<file path="config.mk">
export PLATFORM = sky130hd
export DESIGN_NAME = distortion_pedal_chain
export DESIGN_NICKNAME = d
export VERILOG_FILES = /design/src/rtl/dpc_pkg.sv /design/src/rtl/dpc_mul.sv /design/src/rtl/dpc_datapath.sv /design/src/rtl/dpc_ctrl.sv /design/src/rtl/distortion_pedal_chain.sv
export SDC_FILE = /design/constraint.sdc
export NUM_CORES = 2
export LEC_CHECK = 0
export BUFFER_PORTS_ARGS = -buffer_cell sky130_fd_sc_hd__buf_2
export CAP_MARGIN = 20
export CORE_MARGIN = 3
export CORE_UTILIZATION = 35
export DETAILED_ROUTE_END_ITERATION = 7
export GPL_TIMING_DRIVEN = 0
export PLACE_DENSITY = 0.57
export SETUP_SLACK_MARGIN = 0.02
export SLEW_MARGIN = 20
export SYNTH_ARGS = -nofsm -noshare
export SYNTH_HDL_FRONTEND = slang
export SYNTH_HIERARCHICAL = 1
export SYNTH_SLANG_ARGS = --single-unit
</file>
<file path="constraint.sdc">
create_clock -name clk_i -period 12.5 [get_ports clk_i]
set_input_delay 1.875 -clock clk_i [delete_from_list [all_inputs] [get_ports clk_i]]
set_output_delay 1.875 -clock clk_i [all_outputs]
set_load 0.03 [all_outputs]
</file>
<file path="src/rtl/dpc_pkg.sv">
`timescale 1ns / 1ps
// ----------------------------------------------------------------------------
// Distortion pedal chain package
// Shared formats, constants, register indexes and the controller/datapath
// command interface.
// ----------------------------------------------------------------------------
package dpc_pkg;

  // Defaults for the top-level parameters.
  localparam int DefNumChannels = 2;
  localparam int DefSampleWidth = 24;

  // Internal Q16.24 values are held in 40 bits.
  localparam int IW = 40;
  typedef logic signed [IW-1:0] q40_t;

  // Configuration port.
  localparam int NumRegs  = 8;
  localparam int CfgIdxW  = 3;
  localparam int CfgDataW = 24;

  typedef enum logic [CfgIdxW-1:0] {
    REG_HP1_ALPHA  = 3'd0,
    REG_HP2_ALPHA  = 3'd1,
    REG_HP3_ALPHA  = 3'd2,
    REG_HP4_ALPHA  = 3'd3,
    REG_LP_CLEAN   = 3'd4,
    REG_TONE_ALPHA = 3'd5,
    REG_DRIVE_GAIN = 3'd6,
    REG_VOLUME     = 3'd7
  } reg_idx_e;

  localparam logic [CfgDataW-1:0] RegReset [NumRegs] = '{
    24'd16769972, 24'd16705057, 24'd16726851, 24'd16618403,
    24'd8140133,  24'd1941913,  24'd762733,   24'd65536
  };

  // Fixed 35 dB boost as a Q8.16 gain, and the clip threshold in Q16.24.
  localparam logic [CfgDataW-1:0] BoostQ16 = 24'd3685360;
  localparam q40_t ClipPos = 40'sd11744051;
  localparam q40_t ClipNeg = -40'sd11744051;

  localparam logic signed [IW+1:0] SatHi = 42'sd549755813887;
  localparam logic signed [IW+1:0] SatLo = -42'sd549755813888;

  // Filter state words kept per channel.
  localparam int NumWords = 10;
  typedef enum logic [3:0] {
    W_HPY0 = 4'd0,
    W_HPY1 = 4'd1,
    W_HPY2 = 4'd2,
    W_HPY3 = 4'd3,
    W_HPX0 = 4'd4,
    W_HPX1 = 4'd5,
    W_HPX2 = 4'd6,
    W_HPX3 = 4'd7,
    W_LPC  = 4'd8,
    W_LPT  = 4'd9
  } word_e;

  // Processing steps of the chain, in order.
  typedef enum logic [3:0] {
    OP_HP1,
    OP_HP2,
    OP_BOOST,
    OP_HP3,
    OP_DRIVE,
    OP_HP4,
    OP_LPC,
    OP_LPT,
    OP_VOL
  } op_e;

  typedef enum logic [3:0] {
    ST_IDLE,
    ST_RD_A,
    ST_RD_B,
    ST_DIFF,
    ST_MUL_LD,
    ST_MUL_LO,
    ST_MUL_HI,
    ST_MUL_RND,
    ST_FIN,
    ST_NARROW,
    ST_OUT
  } state_e;

  typedef enum logic [2:0] {
    YS_HOLD,
    YS_MUL,
    YS_LP,
    YS_LPC,
    YS_CLIP
  } ysel_e;

  typedef enum logic [1:0] {
    WS_Y,
    WS_MUL,
    WS_LP
  } wsel_e;

  typedef struct packed {
    logic     take;
    logic     rd_en;
    word_e    rd_word;
    logic     wr_en;
    word_e    wr_word;
    wsel_e    wr_sel;
    logic     t_load;
    logic     t_sub;
    logic     s_load;
    logic     s_hp;
    logic     mul_load;
    logic     mul_src_y;
    logic     use_boost;
    reg_idx_e coef_sel;
    logic     sh16;
    logic     mul_lo;
    logic     mul_hi;
    logic     mul_rnd;
    ysel_e    y_sel;
    logic     n_load;
    logic     out_load;
  } dpc_cmd_t;

  typedef struct packed {
    logic out_full;
  } dpc_status_t;

  function automatic logic signed [IW+1:0] ext42(input q40_t v);
    return {{2{v[IW-1]}}, v};
  endfunction

  function automatic q40_t sat40(input logic signed [IW+1:0] v);
    logic signed [IW+1:0] r;
    r = v;
    if (v > SatHi) begin
      r = SatHi;
    end else if (v < SatLo) begin
      r = SatLo;
    end
    return r[IW-1:0];
  endfunction

endpackage

</file>
<file path="src/rtl/dpc_mul.sv">
`timescale 1ns / 1ps
// ----------------------------------------------------------------------------
// Scaling multiplier
// Signed 40-bit value times unsigned 24-bit coefficient, built from two
// 20x24 partial products, then rounded (ties away from zero) and saturated.
// ----------------------------------------------------------------------------
module dpc_mul (
  input  logic                        clk_i,
  input  logic                        load_i,
  input  dpc_pkg::q40_t               v_i,
  input  logic [dpc_pkg::CfgDataW-1:0] m_i,
  input  logic                        sh16_i,
  input  logic                        lo_i,
  input  logic                        hi_i,
  input  logic                        rnd_i,
  output dpc_pkg::q40_t               res_o
);
  import dpc_pkg::*;

  localparam int HW = IW / 2;
  localparam int PW = HW + CfgDataW;
  localparam logic [48:0] Lim = 49'd1 << (IW - 1);

  logic                neg_q;
  logic [IW-1:0]       mag_q;
  logic [CfgDataW-1:0] m_q;
  logic                sh16_q;
  logic [63:0]         p_q;
  q40_t                res_q;
  q40_t                res_d;

  logic [IW-1:0] v_u;
  logic [HW-1:0] op_half;
  logic [PW-1:0] half_prod;
  logic [48:0]   pr;

  assign v_u       = unsigned'(v_i);
  assign op_half   = hi_i ? mag_q[IW-1:HW] : mag_q[HW-1:0];
  assign half_prod = PW'(op_half) * PW'(m_q);

  // The magnitude is rounded at the cut, the sign is put back afterwards.
  always_comb begin
    if (sh16_q) begin
      pr = 49'(p_q[63:16]) + 49'(p_q[15]);
    end else begin
      pr = 49'(p_q[63:24]) + 49'(p_q[23]);
    end
    if (neg_q) begin
      res_d = (pr >= Lim) ? q40_t'(SatLo[IW-1:0]) : -signed'(pr[IW-1:0]);
    end else begin
      res_d = (pr > (Lim - 49'd1)) ? q40_t'(SatHi[IW-1:0]) : signed'(pr[IW-1:0]);
    end
  end

  always_ff @(posedge clk_i) begin
    if (load_i) begin
      neg_q  <= v_i[IW-1];
      mag_q  <= v_i[IW-1] ? (~v_u + 40'd1) : v_u;
      m_q    <= m_i;
      sh16_q <= sh16_i;
    end
    if (lo_i) begin
      p_q <= 64'(half_prod);
    end else if (hi_i) begin
      p_q <= p_q + (64'(half_prod) << HW);
    end
    if (rnd_i) begin
      res_q <= res_d;
    end
  end

  assign res_o = res_q;

endmodule

</file>
<file path="src/rtl/dpc_datapath.sv">
`timescale 1ns / 1ps
// ----------------------------------------------------------------------------
// Distortion pedal chain datapath
// Configuration registers, per-channel filter state memory, working
// registers, the scaling multiplier and the output register.
// ----------------------------------------------------------------------------
module dpc_datapath #(
  parameter int NUM_CHANNELS = dpc_pkg::DefNumChannels,
  parameter int SAMPLE_WIDTH = dpc_pkg::DefSampleWidth
) (
  input  logic                                clk_i,
  input  logic                                rst_ni,
  input  dpc_pkg::dpc_cmd_t                   cmd_i,
  output dpc_pkg::dpc_status_t                status_o,
  input  logic                                chan_i,
  input  logic signed [SAMPLE_WIDTH-1:0]      sample_in_i,
  input  logic                                cfg_we_i,
  input  logic [dpc_pkg::CfgIdxW-1:0]         cfg_idx_i,
  input  logic [dpc_pkg::CfgDataW-1:0]        cfg_wdata_i,
  output logic                                out_valid_o,
  input  logic                                out_ready_i,
  output logic signed [SAMPLE_WIDTH-1:0]      sample_out_o,
  output logic                                clip_hit_o
);
  import dpc_pkg::*;

  localparam int Depth = NUM_CHANNELS * NumWords;
  localparam int AW    = $clog2(Depth);
  localparam logic signed [47:0] OutMax = (48'sd1 <<< (SAMPLE_WIDTH - 1)) - 48'sd1;
  localparam logic signed [47:0] OutMin = -(48'sd1 <<< (SAMPLE_WIDTH - 1));

  logic [CfgDataW-1:0] cfg_q [NumRegs];

  logic [IW-1:0] state_mem [Depth];
  logic [Depth-1:0] vld_q;
  logic [IW-1:0] rd_mem_q;
  logic          rd_vld_q;

  logic                          chan_q;
  q40_t                          y_q, y_d;
  logic                          clipped_q, clipped_d;
  logic signed [IW+1:0]          t_q;
  q40_t                          s_q;
  logic signed [SAMPLE_WIDTH-1:0] n_q, n_d;
  logic                          out_valid_q;
  logic signed [SAMPLE_WIDTH-1:0] sample_out_q;
  logic                          clip_out_q;

  logic [AW-1:0]       base, rd_addr, wr_addr;
  q40_t                rd_val, mul_res, lp_new, wr_data, widened;
  logic [CfgDataW-1:0] mul_m;
  logic signed [47:0]  nv;

  // ---------------------------------------------------------------- config
  always_ff @(posedge clk_i or negedge rst_ni) begin
    if (!rst_ni) begin
      for (int i = 0; i < NumRegs; i++) begin
        cfg_q[i] <= RegReset[i];
      end
    end else if (cfg_we_i) begin
      cfg_q[cfg_idx_i] <= cfg_wdata_i;
    end
  end

  // ---------------------------------------------------------- state memory
  assign base    = chan_q ? AW'(NumWords) : '0;
  assign rd_addr = base + AW'(cmd_i.rd_word);
  assign wr_addr = base + AW'(cmd_i.wr_word);

  always_ff @(posedge clk_i) begin
    if (cmd_i.wr_en) begin
      state_mem[wr_addr] <= wr_data;
    end
    if (cmd_i.rd_en) begin
      rd_mem_q <= state_mem[rd_addr];
    end
  end

  // An entry that has never been written reads as zero.
  always_ff @(posedge clk_i or negedge rst_ni) begin
    if (!rst_ni) begin
      vld_q    <= '0;
      rd_vld_q <= 1'b0;
    end else begin
      if (cmd_i.wr_en) begin
        vld_q[wr_addr] <= 1'b1;
      end
      if (cmd_i.rd_en) begin
        rd_vld_q <= vld_q[rd_addr];
      end
    end
  end

  assign rd_val = rd_vld_q ? signed'(rd_mem_q) : '0;

  // -------------------------------------------------------- input widening
  if (SAMPLE_WIDTH <= 25) begin : g_wid_shl
    localparam int WSH = 25 - SAMPLE_WIDTH;
    assign widened = signed'({{(IW - SAMPLE_WIDTH){sample_in_i[SAMPLE_WIDTH-1]}},
                              sample_in_i} << WSH);
  end else begin : g_wid_rnd
    localparam int WSH = SAMPLE_WIDTH - 25;
    logic [SAMPLE_WIDTH-1:0] xmag, xr;
    logic [IW-1:0]           xr40;
    assign xmag = sample_in_i[SAMPLE_WIDTH-1] ?
                  (~unsigned'(sample_in_i) + SAMPLE_WIDTH'(1)) : unsigned'(sample_in_i);
    assign xr   = (xmag >> WSH) + SAMPLE_WIDTH'(xmag[WSH-1]);
    assign xr40 = IW'(xr);
    assign widened = sample_in_i[SAMPLE_WIDTH-1] ? -signed'(xr40) : signed'(xr40);
  end

  // ------------------------------------------------------------ multiplier
  assign mul_m = cmd_i.use_boost ? BoostQ16 : cfg_q[cmd_i.coef_sel];

  dpc_mul u_mul (
    .clk_i  (clk_i),
    .load_i (cmd_i.mul_load),
    .v_i    (cmd_i.mul_src_y ? y_q : s_q),
    .m_i    (mul_m),
    .sh16_i (cmd_i.sh16),
    .lo_i   (cmd_i.mul_lo),
    .hi_i   (cmd_i.mul_hi),
    .rnd_i  (cmd_i.mul_rnd),
    .res_o  (mul_res)
  );

  // --------------------------------------------------------- working regs
  assign lp_new = sat40(ext42(rd_val) + ext42(mul_res));

  always_comb begin
    unique case (cmd_i.wr_sel)
      WS_Y:    wr_data = y_q;
      WS_MUL:  wr_data = mul_res;
      WS_LP:   wr_data = lp_new;
      default: wr_data = y_q;
    endcase
  end

  always_comb begin
    y_d       = y_q;
    clipped_d = clipped_q;
    if (cmd_i.take) begin
      y_d       = widened;
      clipped_d = 1'b0;
    end else begin
      unique case (cmd_i.y_sel)
        YS_HOLD: y_d = y_q;
        YS_MUL:  y_d = mul_res;
        YS_LP:   y_d = lp_new;
        YS_LPC:  y_d = clipped_q ? y_q : lp_new;
        YS_CLIP: begin
          if (mul_res > ClipPos) begin
            y_d       = ClipPos;
            clipped_d = 1'b1;
          end else if (mul_res < ClipNeg) begin
            y_d       = ClipNeg;
            clipped_d = 1'b1;
          end else begin
            y_d = mul_res;
          end
        end
        default: y_d = y_q;
      endcase
    end
  end

  always_ff @(posedge clk_i or negedge rst_ni) begin
    if (!rst_ni) begin
      chan_q    <= 1'b0;
      clipped_q <= 1'b0;
    end else begin
      if (cmd_i.take) begin
        chan_q <= (NUM_CHANNELS > 1) ? chan_i : 1'b0;
      end
      clipped_q <= clipped_d;
    end
  end

  always_ff @(posedge clk_i) begin
    y_q <= y_d;
    if (cmd_i.t_load) begin
      t_q <= cmd_i.t_sub ? (ext42(y_q) - ext42(rd_val)) : (ext42(y_q) + ext42(rd_val));
    end
    if (cmd_i.s_load) begin
      s_q <= cmd_i.s_hp ? sat40(t_q - ext42(rd_val)) : sat40(t_q);
    end
    if (cmd_i.n_load) begin
      n_q <= n_d;
    end
  end

  // ------------------------------------------------------- output narrowing
  if (SAMPLE_WIDTH >= 25) begin : g_nar_shl
    localparam int NSH = SAMPLE_WIDTH - 25;
    assign nv = signed'({{8{y_q[IW-1]}}, y_q} << NSH);
  end else begin : g_nar_rnd
    localparam int NSH = 25 - SAMPLE_WIDTH;
    logic [IW-1:0] nmag, nrnd;
    assign nmag = y_q[IW-1] ? (~unsigned'(y_q) + 40'd1) : unsigned'(y_q);
    assign nrnd = (nmag >> NSH) + IW'(nmag[NSH-1]);
    assign nv   = y_q[IW-1] ? -signed'({8'b0, nrnd}) : signed'({8'b0, nrnd});
  end

  always_comb begin
    if (nv > OutMax) begin
      n_d = OutMax[SAMPLE_WIDTH-1:0];
    end else if (nv < OutMin) begin
      n_d = OutMin[SAMPLE_WIDTH-1:0];
    end else begin
      n_d = nv[SAMPLE_WIDTH-1:0];
    end
  end

  // --------------------------------------------------------- output stage
  always_ff @(posedge clk_i or negedge rst_ni) begin
    if (!rst_ni) begin
      out_valid_q <= 1'b0;
    end else if (cmd_i.out_load) begin
      out_valid_q <= 1'b1;
    end else if (out_ready_i) begin
      out_valid_q <= 1'b0;
    end
  end

  always_ff @(posedge clk_i) begin
    if (cmd_i.out_load) begin
      sample_out_q <= n_q;
      clip_out_q   <= clipped_q;
    end
  end

  assign status_o.out_full = out_valid_q && !out_ready_i;
  assign out_valid_o  = out_valid_q;
  assign sample_out_o = sample_out_q;
  assign clip_hit_o   = clip_out_q;

endmodule

</file>
<file path="src/rtl/dpc_ctrl.sv">
`timescale 1ns / 1ps
// ----------------------------------------------------------------------------
// Distortion pedal chain controller
// Steps one sample through the chain of filters and gains, issuing memory,
// multiplier and register commands to the datapath.
// ----------------------------------------------------------------------------
module dpc_ctrl (
  input  logic                 clk_i,
  input  logic                 rst_ni,
  input  logic                 in_valid_i,
  output logic                 in_ready_o,
  input  dpc_pkg::dpc_status_t status_i,
  output dpc_pkg::dpc_cmd_t    cmd_o
);
  import dpc_pkg::*;

  state_e state_q, state_d;
  op_e    op_q, op_d;

  logic     is_hp, is_lp, is_gain;
  word_e    w_hpy, w_hpx, w_lp;
  reg_idx_e coef;

  function automatic op_e next_op(input op_e op);
    op_e n;
    n = OP_VOL;
    unique case (op)
      OP_HP1:   n = OP_HP2;
      OP_HP2:   n = OP_BOOST;
      OP_BOOST: n = OP_HP3;
      OP_HP3:   n = OP_DRIVE;
      OP_DRIVE: n = OP_HP4;
      OP_HP4:   n = OP_LPC;
      OP_LPC:   n = OP_LPT;
      OP_LPT:   n = OP_VOL;
      OP_VOL:   n = OP_VOL;
      default:  n = OP_VOL;
    endcase
    return n;
  endfunction

  function automatic logic op_is_gain(input op_e op);
    return (op == OP_BOOST) || (op == OP_DRIVE) || (op == OP_VOL);
  endfunction

  // Per-step decode: which state words and which coefficient belong to it.
  always_comb begin
    is_hp = 1'b0;
    is_lp = 1'b0;
    w_hpy = W_HPY0;
    w_hpx = W_HPX0;
    w_lp  = W_LPC;
    coef  = REG_HP1_ALPHA;
    unique case (op_q)
      OP_HP1: begin
        is_hp = 1'b1;
      end
      OP_HP2: begin
        is_hp = 1'b1;
        w_hpy = W_HPY1;
        w_hpx = W_HPX1;
        coef  = REG_HP2_ALPHA;
      end
      OP_HP3: begin
        is_hp = 1'b1;
        w_hpy = W_HPY2;
        w_hpx = W_HPX2;
        coef  = REG_HP3_ALPHA;
      end
      OP_HP4: begin
        is_hp = 1'b1;
        w_hpy = W_HPY3;
        w_hpx = W_HPX3;
        coef  = REG_HP4_ALPHA;
      end
      OP_LPC: begin
        is_lp = 1'b1;
        coef  = REG_LP_CLEAN;
      end
      OP_LPT: begin
        is_lp = 1'b1;
        w_lp  = W_LPT;
        coef  = REG_TONE_ALPHA;
      end
      OP_DRIVE: coef = REG_DRIVE_GAIN;
      OP_VOL:   coef = REG_VOLUME;
      OP_BOOST: coef = REG_HP1_ALPHA;
      default:  coef = REG_HP1_ALPHA;
    endcase
    is_gain = op_is_gain(op_q);
  end

  // Next state.
  always_comb begin
    state_d = state_q;
    op_d    = op_q;
    unique case (state_q)
      ST_IDLE: begin
        if (in_valid_i) begin
          state_d = ST_RD_A;
          op_d    = OP_HP1;
        end
      end
      ST_RD_A:    state_d = ST_RD_B;
      ST_RD_B:    state_d = ST_DIFF;
      ST_DIFF:    state_d = ST_MUL_LD;
      ST_MUL_LD:  state_d = ST_MUL_LO;
      ST_MUL_LO:  state_d = ST_MUL_HI;
      ST_MUL_HI:  state_d = ST_MUL_RND;
      ST_MUL_RND: state_d = ST_FIN;
      ST_FIN: begin
        if (op_q == OP_VOL) begin
          state_d = ST_NARROW;
        end else begin
          op_d    = next_op(op_q);
          state_d = op_is_gain(next_op(op_q)) ? ST_MUL_LD : ST_RD_A;
        end
      end
      ST_NARROW:  state_d = ST_OUT;
      ST_OUT: begin
        if (!status_i.out_full) begin
          state_d = ST_IDLE;
        end
      end
      default:    state_d = ST_IDLE;
    endcase
  end

  // Commands.
  always_comb begin
    cmd_o           = '0;
    cmd_o.rd_word   = W_HPY0;
    cmd_o.wr_word   = W_HPY0;
    cmd_o.wr_sel    = WS_Y;
    cmd_o.coef_sel  = coef;
    cmd_o.y_sel     = YS_HOLD;
    in_ready_o      = 1'b0;
    unique case (state_q)
      ST_IDLE: begin
        in_ready_o = 1'b1;
        cmd_o.take = in_valid_i;
      end
      ST_RD_A: begin
        cmd_o.rd_en   = 1'b1;
        cmd_o.rd_word = is_hp ? w_hpy : w_lp;
      end
      ST_RD_B: begin
        // Previous output is on the read data; fetch the previous HP input.
        cmd_o.t_load  = 1'b1;
        cmd_o.t_sub   = is_lp;
        cmd_o.rd_en   = is_hp;
        cmd_o.rd_word = w_hpx;
      end
      ST_DIFF: begin
        cmd_o.s_load  = 1'b1;
        cmd_o.s_hp    = is_hp;
        cmd_o.wr_en   = is_hp;
        cmd_o.wr_word = w_hpx;
        cmd_o.wr_sel  = WS_Y;
      end
      ST_MUL_LD: begin
        cmd_o.mul_load  = 1'b1;
        cmd_o.mul_src_y = is_gain;
        cmd_o.use_boost = (op_q == OP_BOOST);
        cmd_o.sh16      = is_gain;
      end
      ST_MUL_LO:  cmd_o.mul_lo  = 1'b1;
      ST_MUL_HI:  cmd_o.mul_hi  = 1'b1;
      ST_MUL_RND: cmd_o.mul_rnd = 1'b1;
      ST_FIN: begin
        if (is_hp) begin
          cmd_o.wr_en   = 1'b1;
          cmd_o.wr_word = w_hpy;
          cmd_o.wr_sel  = WS_MUL;
          cmd_o.y_sel   = YS_MUL;
        end else if (is_lp) begin
          cmd_o.wr_en   = 1'b1;
          cmd_o.wr_word = w_lp;
          cmd_o.wr_sel  = WS_LP;
          cmd_o.y_sel   = (op_q == OP_LPC) ? YS_LPC : YS_LP;
        end else begin
          cmd_o.y_sel = (op_q == OP_DRIVE) ? YS_CLIP : YS_MUL;
        end
      end
      ST_NARROW: cmd_o.n_load   = 1'b1;
      ST_OUT:    cmd_o.out_load = !status_i.out_full;
      default:   cmd_o.take     = 1'b0;
    endcase
  end

  always_ff @(posedge clk_i or negedge rst_ni) begin
    if (!rst_ni) begin
      state_q <= ST_IDLE;
      op_q    <= OP_HP1;
    end else begin
      state_q <= state_d;
      op_q    <= op_d;
    end
  end

endmodule

</file>
<file path="src/rtl/distortion_pedal_chain.sv">
`timescale 1ns / 1ps
// ----------------------------------------------------------------------------
// Distortion pedal chain
// Per-channel one-pole filter chain with boost, drive, hard clip, tone and
// volume, in fixed point with saturation.
// ----------------------------------------------------------------------------
//   Channel   Handshake                 Payload
//   input     in_valid_i / in_ready_o   chan_i, sample_in_i
//   output    out_valid_o / out_ready_i sample_out_o, clip_hit_o
//   config    cfg_we_i (no wait)        cfg_idx_i, cfg_wdata_i
//
// A request is taken, then stepped through each of the six filters and the
// three gains in turn, all sharing the one 20x24 multiplier (two partial
// products per scaling) and the state memory; the result is then narrowed
// and handed over to the output register.
// After reset the registers hold their defaults and all filter state reads
// as zero. A finished result waits in the output register; the next request
// is taken meanwhile, and its own result waits if that register is still full.
// ----------------------------------------------------------------------------
module distortion_pedal_chain #(
  parameter int NUM_CHANNELS = dpc_pkg::DefNumChannels,
  parameter int SAMPLE_WIDTH = dpc_pkg::DefSampleWidth
) (
  input  logic                           clk_i,
  input  logic                           rst_ni,
  input  logic                           in_valid_i,
  output logic                           in_ready_o,
  input  logic                           chan_i,
  input  logic signed [SAMPLE_WIDTH-1:0] sample_in_i,
  output logic                           out_valid_o,
  input  logic                           out_ready_i,
  output logic signed [SAMPLE_WIDTH-1:0] sample_out_o,
  output logic                           clip_hit_o,
  input  logic                           cfg_we_i,
  input  logic [dpc_pkg::CfgIdxW-1:0]    cfg_idx_i,
  input  logic [dpc_pkg::CfgDataW-1:0]   cfg_wdata_i
);
  import dpc_pkg::*;

  dpc_cmd_t    cmd;
  dpc_status_t status;

  dpc_ctrl u_ctrl (
    .clk_i      (clk_i),
    .rst_ni     (rst_ni),
    .in_valid_i (in_valid_i),
    .in_ready_o (in_ready_o),
    .status_i   (status),
    .cmd_o      (cmd)
  );

  dpc_datapath #(
    .NUM_CHANNELS (NUM_CHANNELS),
    .SAMPLE_WIDTH (SAMPLE_WIDTH)
  ) u_datapath (
    .clk_i        (clk_i),
    .rst_ni       (rst_ni),
    .cmd_i        (cmd),
    .status_o     (status),
    .chan_i       (chan_i),
    .sample_in_i  (sample_in_i),
    .cfg_we_i     (cfg_we_i),
    .cfg_idx_i    (cfg_idx_i),
    .cfg_wdata_i  (cfg_wdata_i),
    .out_valid_o  (out_valid_o),
    .out_ready_i  (out_ready_i),
    .sample_out_o (sample_out_o),
    .clip_hit_o   (clip_hit_o)
  );

endmodule
</file>
==> impl_results.md <==
- Outcome: finished, final reports clean
- Core area: 0.2555 mm²
- Top FF cell, synth: edfxtp_1
- Final worst-path setup slack: roughly 0.56 ns
- Filler cells: between 20000 and 25000
- Most frequent cells in the layout: 1144 x edfxtp_1, 630 x nand2_1, 589 x inv_1, 396 x fa_1, 347 x ha_1
- Largest stage delay on the critical path: approximately 0.60 ns
- Worst-path clk slew: 0.06 ns
- Fin Hold WS: 0.4064 ns
- DR WL/cell: between 20 and 25 µm
- Ys async rst share: between 10% and 20%
- Number of hold buffers added after cts: 0
- Critical Path Fanout Max: 10
- Reg-to-reg endpoint: u_datapath/u_mul/p_q[63]
- Drt drc: 0
- Number of enable flip-flop cells after synthesis: 1144
- Die Y: between 500 and 600 µm
- Hold Path Depth: 0
- 1st-iter DRT viols: approximately 5800
- Fraction of layout cells with a size suffix above 1: roughly 17%
- CTS tree: done
- Synthesized net count: approximately 8400
- R2R depth: 37
- Measured slew at the worst slew-check pin: about 1.2 ns
- Clk_skew: roughly 0.10 ns
- Final min period: between 10 and 15 ns
- Slowest cell on the critical path: fa_1
- Post-route ant nets: 0
- Min-Delay Path Class: reg -> reg
- Synth-to-Final Area Change: 13.68%
- Crit share post-route: about 95%
- Req. time, crit path: ~13 ns
- Critical path endpoint category: register
- Synth Cell Area: roughly 0.09 mm²
- Yosys Warn Count: 6
- Tot GR Track Use: between 20% and 30%
- GPL Wtd Cong: between 0.9 and 1
- Hold_sp: u_datapath/n_q[14]
- Initial antenna violation count: 18
- Congestion Overflow GR: 0
- Max Slew Vio Count: 0
- PortBufs: a little under 80
- Number of global-route vias before repair: 64370
- RSZ-0062 raised after global routing: false
- Clock Latency Late Sink: around 0.87 ns
- Detail Placement HPWL: around 220000 µm
- Hold EP: u_datapath/sample_out_o[14]
- FMAX: 83.78 MHz
- DR pass1 iterations: 8
- Placed cell areas: 0.09719 mm²
- Worst R2R Start: u_ctrl/state_q[0]
- Hold Violations, Final: 0
- Most common cell after layout, fill and taps aside: edfxtp_1
- Max Buffers Root-to-Sink: 3
- Most used cell, CP: fa_1
- Distinct cells, synth: approximately 120
- Row count: between 150 and 200
- CP startpoint kind: register
- Initial Utilization: a little over a third
- Final setup viols: 0
- Gate Count Post-Synth: ~7600
- Die W: slightly above 500 µm
- CP arrival: about 13 ns
- Placed Cells: around 11000
- Finished Layout Cells: approximately 11000
- WS Path Type: reg -> reg
- Via density: 5.567
- CTS H-tree depth: 4
- MaxCap Viol Count: 0
- Vias: 63640
- Register area share after synthesis: 44.79%
- Clock Sinks: 1389
- Pin count of the biggest net entering global routing: between 80 and 90
- Slew margin rel.: about a fifth
- Cts bufs inserted: 155
- Syn avg cell area: about 12 µm²
- Post-route design area: approximately 0.10 mm²
- Boundary pin count: 84
- FF+latch count, synth: approximately 1400
- Post-Place Setup Slack: -1.138 ns
- First-pass GRT wire length: between 400000 and 500000 µm
- Post-Route WL: roughly 280000 µm
- NumNets Final: just under 9000
- Root Driver: clkbuf_16
- Die area: roughly 0.26 mm²
- R2R setup slack: ~0.56 ns
==> worst max-delay path by stage <==
stage	startpoint	endpoint	slack, ns	depth (start not counted)
6_report	u_ctrl/state_q[0]	u_datapath/u_mul/p_q[63]	0.56	37
2_1_floorplan	u_ctrl/state_q[0]	u_datapath/u_mul/p_q[63]	2.13	37
5_1_grt	u_ctrl/state_q[0]	u_datapath/u_mul/p_q[63]	0.06	37
3_5_place_dp	u_ctrl/state_q[0]	u_datapath/u_mul/p_q[63]	-1.14	37
4_1_cts	u_ctrl/state_q[0]	u_datapath/u_mul/p_q[63]	0.05	37
3_3_place_gp	u_ctrl/state_q[0]	u_datapath/u_mul/p_q[63]	-1.62	38
==> metrics by stage <==
| step | util, % | TNS, ns |
|---|---|---|
| after global routing | 40.22 | 0 |
| final | 40.22 | 0 |
| after CTS | 40.18 | 0 |
| after floorplan | - | 0 |
| after global placement | 37.19 | -20.37 |
| after detailed placement | 38.03 | -6.635 |
==> final cells by class <==
class	instances	area (µm²)	share of cell area (%)
antenna	16	40.04	0.03895
buffer	412	1735	1.688
clock buffer	193	4091	3.980
clock inverter	97	1315	1.279
inverter	592	2222	2.162
multi-input combinational	5193	46550	45.29
sequential	1389	40500	39.40
tap	3366	4212	4.097
timing repair buffer	175	2123	2.066
==> synth_stat cells (all sizes together) (19+ instances only) <==
master     n  area share, %
xor2     126            1.2
nor3     158           0.90
nand2b    61           0.42
nor4      72           0.57
o21a      42           0.35
xnor2    295            2.9
or3       53           0.37
o31a      19           0.18
nor2b    113           0.78
ha       347            4.8
edfxtp  1144             38
o221ai    54           0.52
buf       92           0.55
nand3    118           0.66
and4      21           0.20
mux2     318            4.0
a21o     130            1.1
dfrtp    125            3.5
mux4     294            7.3
nor2     370            1.6
clkbuf   324            1.3
or4       31           0.27
o21ai    233            1.3
nand4     84           0.60
a31oi     70           0.48
o211ai    54           0.56
o31ai     47           0.40
o21bai    44           0.37
fa       396            8.8
dfxtp     21           0.46
o41ai     28           0.30
and2     218            1.5
nand2    630            2.6
mux2i     53           0.59
a21oi    322            1.8
dfstp     99            2.9
inv      590            2.4
or2       54           0.37
a211oi    29           0.24
a211o     22           0.21
and3      47           0.33
==> registers in the layout, summed over array words and instances (netlist names), 40 cells and up <==
register	cells
u_datapath/state_mem	800
u_datapath/y_q	40
u_datapath/u_mul/mag_q	40
u_datapath/rd_mem_q	40
u_datapath/u_mul/p_q	49
u_datapath/s_q	40
u_datapath/t_q	41
u_datapath/u_mul/res_o	40
u_datapath/cfg_q	192
==> logic make-up (layout without fill, tap and decap cells) <==
kind of cell	Yosys count	count (layout)	share of synthesized area [%]
compound gates	1269	1269	9.506
mux	665	665	11.87
buf+inv	1008	1469	4.353
fa+ha+maj	746	746	13.60
simple gates	2092	2092	11.80
flops	1389	1389	44.79
xor+xnor	421	421	4.078
other cells	0	16	0
==> repair_timing <==
action,4_1_cts,5_1_grt
gates resized for setup,14,19
setup endpoints to repair,19,10
buffers inserted,3,0
==> metal layers <==
metal	global-route usage, %	wire, µm
met1	29.24	123000
met2	34.23	132600
met5	0	0
met3	2.904	17500
met4	7.346	10540
==> critical path, delay by kind of cell (launching register included) <==
| kind | cells | cell delay [ns] |
|---|---|---|
| compound gates | 9 | 2.31 |
| xor+xnor | 1 | 0.23 |
| fa+ha+maj | 9 | 4.27 |
| buf+inv | 9 | 2.05 |
| flops | 1 | 0.42 |
| mux | 2 | 0.66 |
| simple gates | 7 | 1.82 |
Power is not shown: default switching activity piles up to over one toggle a cycle in this logic, so the estimate is an artifact.
